==> config.mk <==
export PLATFORM = sky130hd
export DESIGN_NAME = wmf_ctrl
export DESIGN_NICKNAME = d
export VERILOG_FILES = /design/src/hw/rtl/window_median_filter_defines.svh /design/src/hw/rtl/wmf_pkg.sv /design/src/hw/rtl/wmf_ctrl.sv
export SDC_FILE = /design/constraint.sdc
export NUM_CORES = 1
export LEC_CHECK = 0
export BUFFER_PORTS_ARGS = -buffer_cell sky130_fd_sc_hd__buf_2
export CORE_AREA = 10 10 47 49
export DETAILED_ROUTE_END_ITERATION = 16
export DIE_AREA = 0 0 57 59
export GPL_ROUTABILITY_DRIVEN = 0
export HOLD_SLACK_MARGIN = 0.1
export PLACE_DENSITY_LB_ADDON = 0.3
export SETUP_SLACK_MARGIN = 0.1
export SLEW_MARGIN = 30
export SYNTH_ARGS = -nofsm -noshare
export SYNTH_HDL_FRONTEND = slang
export SYNTH_SLANG_ARGS = --single-unit
export TNS_END_PERCENT = 5
==> constraint.sdc <==
create_clock -name i_clk -period 1.32 [get_ports i_clk]
set_input_delay 0 -clock i_clk [delete_from_list [all_inputs] [get_ports i_clk]]
set_output_delay 0 -clock i_clk [all_outputs]
set_load 0.1 [all_outputs]
==> src/hw/rtl/window_median_filter_defines.svh <==
// ----------------------------------------------------------------------------
// window median filter assertion macros
// concurrent check helpers for the rtl file that asserts
// ----------------------------------------------------------------------------
`ifndef WINDOW_MEDIAN_FILTER_DEFINES_SVH
`define WINDOW_MEDIAN_FILTER_DEFINES_SVH

// same-cycle implication, disabled while reset is low
`define WMF_ASSERT_IMP(lbl, clk, rst_n, ante, cons, msg) \
    lbl: assert property (@(posedge clk) disable iff (!rst_n) (ante) |-> (cons)) \
        else $error(msg);

// next-cycle implication, disabled while reset is low
`define WMF_ASSERT_NXT(lbl, clk, rst_n, ante, cons, msg) \
    lbl: assert property (@(posedge clk) disable iff (!rst_n) (ante) |=> (cons)) \
        else $error(msg);

`endif

==> src/hw/rtl/wmf_pkg.sv <==
// ----------------------------------------------------------------------------
// wmf_pkg
// shared types, codes and constants of the window median filter
// ----------------------------------------------------------------------------
package wmf_pkg;

    localparam int PIX_W  = 8;
    localparam int CFG_W  = 11;
    localparam int RAD_W  = 2;
    localparam int IDX_W  = 2;

    // register indexes
    localparam logic [IDX_W-1:0] CFG_IMAGE_WIDTH  = 2'd0;
    localparam logic [IDX_W-1:0] CFG_IMAGE_HEIGHT = 2'd1;
    localparam logic [IDX_W-1:0] CFG_RADIUS       = 2'd2;

    localparam logic [CFG_W-1:0] RST_WIDTH  = 11'd640;
    localparam logic [CFG_W-1:0] RST_HEIGHT = 11'd480;
    localparam logic [RAD_W-1:0] RST_RADIUS = 2'd3;

    // input word opcodes
    localparam logic OP_PIXEL = 1'b0;
    localparam logic OP_DRAIN = 1'b1;

    typedef enum logic [2:0] {
        ST_IDLE,
        ST_POS,
        ST_DEC,
        ST_READ,
        ST_WAIT,
        ST_SEL,
        ST_DONE
    } t_state;

    typedef struct packed {
        logic take;
        logic pos;
        logic dec;
        logic rd_issue;
        logic sel_step;
        logic out_load;
    } t_cmd;

    typedef struct packed {
        logic emit;
        logic rd_last;
        logic sel_last;
        logic out_free;
        logic last;
        logic frame_done;
    } t_status;

    // zero-based rank of the median in a window of side 2*r+1
    function automatic logic [5:0] median_rank(input logic [RAD_W-1:0] r);
        logic [5:0] k;
        unique case (r)
            2'd0: k = 6'd0;
            2'd1: k = 6'd4;
            2'd2: k = 6'd12;
            2'd3: k = 6'd24;
            default: k = 6'd0;
        endcase
        return k;
    endfunction

endpackage

==> src/hw/rtl/wmf_ctrl.sv <==
// ----------------------------------------------------------------------------
// wmf_ctrl
// sequencer for one word: position, decide, window fetch, bit select, output
// ----------------------------------------------------------------------------
module wmf_ctrl (
    input  logic             i_clk,
    input  logic             i_rst_n,
    input  logic             i_valid,
    output logic             o_ready,
    input  wmf_pkg::t_status i_st,
    output wmf_pkg::t_cmd    o_cmd
);

    wmf_pkg::t_state r_state, n_state;

    always_ff @(posedge i_clk) begin
        if (!i_rst_n) begin
            r_state <= wmf_pkg::ST_IDLE;
        end else begin
            r_state <= n_state;
        end
    end

    always_comb begin
        n_state = r_state;
        o_cmd   = '0;
        o_ready = 1'b0;
        unique case (r_state)
            wmf_pkg::ST_IDLE: begin
                o_ready = 1'b1;
                if (i_valid) begin
                    o_cmd.take = 1'b1;
                    n_state    = wmf_pkg::ST_POS;
                end
            end
            wmf_pkg::ST_POS: begin
                o_cmd.pos = 1'b1;
                n_state   = wmf_pkg::ST_DEC;
            end
            wmf_pkg::ST_DEC: begin
                o_cmd.dec = 1'b1;
                n_state   = i_st.emit ? wmf_pkg::ST_READ : wmf_pkg::ST_IDLE;
            end
            wmf_pkg::ST_READ: begin
                o_cmd.rd_issue = 1'b1;
                if (i_st.rd_last) begin
                    n_state = wmf_pkg::ST_WAIT;
                end
            end
            wmf_pkg::ST_WAIT: begin
                n_state = wmf_pkg::ST_SEL;
            end
            wmf_pkg::ST_SEL: begin
                o_cmd.sel_step = 1'b1;
                if (i_st.sel_last) begin
                    n_state = wmf_pkg::ST_DONE;
                end
            end
            wmf_pkg::ST_DONE: begin
                if (i_st.out_free) begin
                    o_cmd.out_load = 1'b1;
                    n_state        = wmf_pkg::ST_IDLE;
                end
            end
            default: n_state = wmf_pkg::ST_IDLE;
        endcase
    end

endmodule

==> results.md, run 1 <==
- Commonest non-fill, non-tap cells in the layout: buf_12, buf_2, buf_4
- Yosys reg bits: 3
- Starting density of the core: 16.34%
- Area growth syn-to-layout: 151.4%
- I/O pin count: 16
- Worst setup EP type: output pin
- DRT Pass-1 Iters: 2
- Largest register FFs: 3
- FMAX: 829.9 MHz
- Worst setup slack after layout: 0.1150 ns
- Final Hold Viols: 0
- Clock root buffer: clkbuf_4
- Max-slew headroom: 85.45%
- Met3 Usage GRT: 3.219%
- HP Class: in -> reg
- Placed inst area: 479.2 µm²
- # diodes: 0
- Slew Viols, Final: 0
- Met1 Resource Use GR: 3.660%
- CTS tree: yes
- Leak: 0.2325 nW
- Minimum clock period: 1.205 ns
- CP cell instances: buf_6 -> nor3_4 -> and2_4 -> buf_12
- Synthesized Nets: 41
- Max-Cap Viols: 0
- Routed WL: 800 µm
- H-tree depth: 1
- Global route hottest layer: met2
- Average size of a mapped cell: 7.155 µm²
- Max VDD drop: 739.8 µV
- CTS Buf Count: 3
- CTS max path bufs: 2
- Run status: completed
- Hold_ws: 0.1464 ns
- Commonest non-fill, non-tap cell in the layout: buf_12
- Fin area: 575.6 µm²
- Global route total overflow: 0
- Die area: 3363 µm²
- Final #Nets: 66
- Unrepaired setup endpoints after global routing: true
- Row cnt: 14
- DP Worst Slack: 0.1570 ns
- Global-route met2 utilization: 7.907%
- CTS sink cnt: 3
- Mapped Area: 229.0 µm²
- Share of cells above drive strength 1: 58.93%
- Average wire per standard cell: 11.11 µm
- Critical path class: reg -> out
- PortBufs: 13
- Final Setup Violations: 0
- Antenna violations before repair: 0
- Synth Warn #: 0
- Setup TNS: 0 ns
- Synth cell types: 20
- Worst Clk Skew: 0.007119 ns
- Crit-path max cell delay: 0.34 ns
- Worst path slowest cell: dfxtp_4
- Via/cell ratio: 4.472
- DR vias: 322
- GRT Overall Usage: 4.700%
- First-pass GRT wire length: 1248 µm
- Crit path max fanout: 4
- Startpoint types: register
- Largest net degree at the start of global routing: 14
- Seq/Total Area, Yosys: 26.23%
- Regs by FF count: r_state (3)
- Top reg by flops: r_state
- Number of DRC markers in iteration 0: 4
- Antenna Violating Nets Remaining: 0
- Chip width: 57 µm
- Slew @ Worst Pin: 0.2168 ns
- Fin crit share: 91.29%
- Source-to-sink clock delay at the later pin of the worst-skew pair: 0.24 ns
- Worst-path clk slew: 0.04 ns
- # DRC: 0
- CP arrival: 1.21 ns
- Vias in the first global route: 334
- Crit path required time: 1.32 ns
- Cells after synthesis: 32
- DIE HEIGHT: 59 µm
- Pwr/cell area: 1308 nW/µm²
- Core area: 1401 µm²
cell usage after synthesis:
| cell type | n | area [µm²] |
|---|---|---|
| and2_1 | 1 | 6.260 |
| nand2_1 | 3 | 11.26 |
| and3b_1 | 1 | 8.760 |
| a211oi_1 | 1 | 7.510 |
| o211ai_1 | 1 | 7.510 |
| nand2b_1 | 1 | 6.260 |
| buf_2 | 2 | 10.01 |
| o21ba_2 | 1 | 10.01 |
| a21oi_1 | 2 | 10.01 |
| inv_1 | 1 | 3.750 |
| nor3b_1 | 3 | 22.52 |
| a311oi_1 | 2 | 17.52 |
| or3_1 | 1 | 6.260 |
| nor2_1 | 3 | 11.26 |
| dfxtp_1 | 3 | 60.06 |
| clkbuf_1 | 1 | 3.750 |
| o21ai_0 | 1 | 5.000 |
| nor3_1 | 2 | 10.01 |
| inv_2 | 1 | 3.750 |
| a22oi_1 | 1 | 7.510 |
where the power goes:
part	leakage, nW	switching, mW	total (mW)	internal (mW)
Sequential	0.0259	0.0274	0.132	0.105
Combinational	0.192	0.259	0.454	0.195
Clock	0.0150	0.0526	0.166	0.114
Total	0.233	0.339	0.753	0.413
critical path: cells and delay by family (launching register included):
kind | cells | cell delay, ns
buffers and inverters | 2 | 0.29
and+or+nand+nor | 2 | 0.33
DFF | 1 | 0.34
logic make-up after synthesis:
group / count (synthesis) / share of synthesized area [%]
and+or+nand+nor: 15 / 36.07
buffers and inverters: 5 / 9.285
DFF: 3 / 26.23
AOI/OAI and AO/OA: 9 / 28.42
timing repair:
item                                    CTS  global route
cloned                                    0             0
gates resized for setup                   3             1
buffers inserted                          4             0
pin swaps                                 2             0
endpoints found under the setup margin    5             6
hold buffers                              3             0
endpoints found under the hold margin     3             0
final timing paths:
check                                start  slack, ns  cells past startpoint         end
worst max-delay path            r_state[1]       0.11                      4    o_cmd[5]
worst min-delay path               i_st[5]       0.15                      3  r_state[1]
worst max register to register  r_state[2]       0.17                      3  r_state[1]
worst min register to register  r_state[0]       0.59                      1  r_state[0]
metrics by stage:
step / total power, mW / util, % / cells
3_3_place_gp: 0.5445 / 34.20 / 61
3_5_place_dp: 0.5447 / 34.20 / 61
5_1_grt: 0.7844 / 41.07 / 72
6_report: 0.7526 / 41.07 / 72
4_1_cts: 0.7583 / 40.89 / 72
2_1_floorplan: 0.4174 / - / 32
layout make-up:
class                           instances  area [µm²]
Clock buffer                            4       26.28
Fill cell                             151       825.8
Inverter                                2       7.507
Multi-Input combinational cell         24       197.7
Sequential cell                         3       67.56
Tap cell                               16       20.02
Timing Repair Buffer                   23       256.5
routing by layer:
metal / routed length (µm) / vias up
li1: - / 164
met1: 303 / 144
met2: 403 / 12
met3: 75 / 2
met4: 17 / 0
met5: 0 / -
No activity file was read; power rests on OpenSTA's default activity.
==> inputs of run 2 (changes only) <==
CORE_AREA = 5 5 42 44   (was 10 10 47 49)
DIE_AREA = 0 0 47 49   (was 0 0 57 59)
PLACE_DENSITY_LB_ADDON = 0.15   (was 0.3)
==> run 2 against run 1 <==
Net effect:
- maximum frequency is 2.5% lower
- clock-buffer cell count stayed put
- critical path depth is 1 lower
- hold slack worse by 0.034 ns
- critical path type is now reg -> reg
- largest cell class unchanged
- highest routed layer unchanged
==> results.md, run 2 (synthesis results as in run 1) <==
- Run status: completed
- Max VDD drop: 454.2 µV
- Hold path depth: 3
- Worst r2r path cells: 3
- CP arrival: 1.36 ns
- Worst Clk Skew: 0.001369 ns
- Placed inst area: 479.2 µm²
- FMAX: 809.2 MHz
- Clock root buffer: clkbuf_4
- Finished Layout Cells: 71
- Reg2reg end: r_state[1]
- Row cnt: 14
- Source-to-sink clock delay at the later pin of the worst-skew pair: 0.23 ns
- CTS sink cnt: 3
- Startpoint types: register
- Detailed Place HPWL: 602.2 µm
- Area growth syn-to-layout: 149.7%
- DR vias: 329
- Crit path required time: 1.45 ns
- Pwr/cell area: 1311 nW/µm²
- Unrepaired setup endpoints after global routing: true
- CTS tree: yes
- GRT Overall Usage: 7.893%
- Commonest non-fill, non-tap cells in the layout: buf_12, buf_2, buf_4
- # DRC: 0
- Chip width: 47 µm
- Filler instances: 147
- Hold endpoint: r_state[1]
- Slew Viols, Final: 0
- Die area: 2303 µm²
- HP Class: in -> reg
- Commonest non-fill, non-tap cell in the layout: buf_12
- Crit path max fanout: 4
- CTS Buf Count: 3
- Worst setup slack after layout: 0.08426 ns
- H-tree depth: 1
- Regs by FF count: r_state (3)
- Vias in the first global route: 336
- PortBufs: 13
- Average wire per standard cell: 10.56 µm
- Worst R2R Setup Slack: 0.08 ns
- Leak: 0.2293 nW
- Fin area: 571.8 µm²
- Top reg by flops: r_state
- Max-Cap Viols: 0
- Power Total: 0.7493 mW
- Antenna violations before repair: 0
- Core area: 1401 µm²
- Max-slew headroom: 83.73%
- DP Worst Slack: 0.07712 ns
- Share of cells above drive strength 1: 61.82%
- I/O pin count: 16
- First-pass GRT wire length: 1304 µm
- Critical path class: reg -> reg
- Largest net degree at the start of global routing: 14
- DIE HEIGHT: 49 µm
- Starting density of the core: 16.34%
- Setup TNS: 0 ns
- Via/cell ratio: 4.634
- Routed WL: 750 µm
- Final Setup Violations: 0
- Minimum clock period: 1.236 ns
- Global route total overflow: 0
- Slew @ Worst Pin: 0.2436 ns
- R2r startpoint: r_state[2]
- Worst setup EP type: register
- Largest register FFs: 3
- DRT Pass-1 Iters: 2
- Final #Nets: 65
- Worst-path clk slew: 0.03 ns
- Hold path startpoint: i_st[2]
- Antenna Violating Nets Remaining: 0
- # diodes: 0
- CTS max path bufs: 2
- Number of DRC markers in iteration 0: 1
- Placed Cells incl. Taps: 61
- Fin crit share: 93.62%
- Final Hold Viols: 0
[run 2: per-layer routing]
layer  part of all wire [%]  GRT usage (%)  wire [µm]
met5                      0              0          0
met4                    4.1          8.295         31
met1                     34          7.269        254
met2                     53          11.99        395
met3                    9.1          2.952         68
[run 2: repair_timing]
item                                    CTS  global route
hold endpoints to repair                  3             0
buffers inserted                          4             0
pin swaps                                 2             0
endpoints found under the setup margin    6             6
gates resized for setup                   4             1
hold buffers                              2             0
[run 2: final cells by class]
type | instances | area [µm²] | area share (%)
Clock buffer | 4 | 26.28 | 4.595
Multi-Input combinational cell | 24 | 203.9 | 35.67
Inverter | 2 | 7.507 | 1.313
Timing Repair Buffer | 22 | 246.5 | 43.11
Sequential cell | 3 | 67.56 | 11.82
Tap cell | 16 | 20.02 | 3.501
[run 2: worst max-delay path, cell delays in order (launching register included)]
cell      delay, ns
dfxtp_1        0.39
inv_2          0.09
or3_1          0.38
a311oi_2       0.28
[run 2: report_power, final]
part	switching [mW]	leakage [nW]	internal (mW)
combinational	0.263	0.188	0.195
clock	0.0450	0.0150	0.113
sequential	0.0282	0.0259	0.105
[run 2: how the worst max path moves through the flow]
stage | from | to | slack [ns] | cells after the start
after detailed placement | r_state[2] | r_state[1] | 0.08 | 3
after CTS | r_state[0] | o_cmd[2] | 0.08 | 2
after floorplan | r_state[0] | o_cmd[5] | -0.45 | 3
final | r_state[2] | r_state[1] | 0.08 | 3
after global placement | r_state[2] | r_state[1] | 0.10 | 3
after global routing | r_state[2] | r_state[1] | 0.05 | 3
[run 2: stage by stage]
stage / util (%) / hold WS [ns]
global placement: 34.20 / 0.2582
CTS: 40.63 / 0.1057
finish: 40.80 / 0.1129
floorplan: - / 0.1487
detailed placement: 34.20 / 0.2647
global route: 40.80 / 0.1268
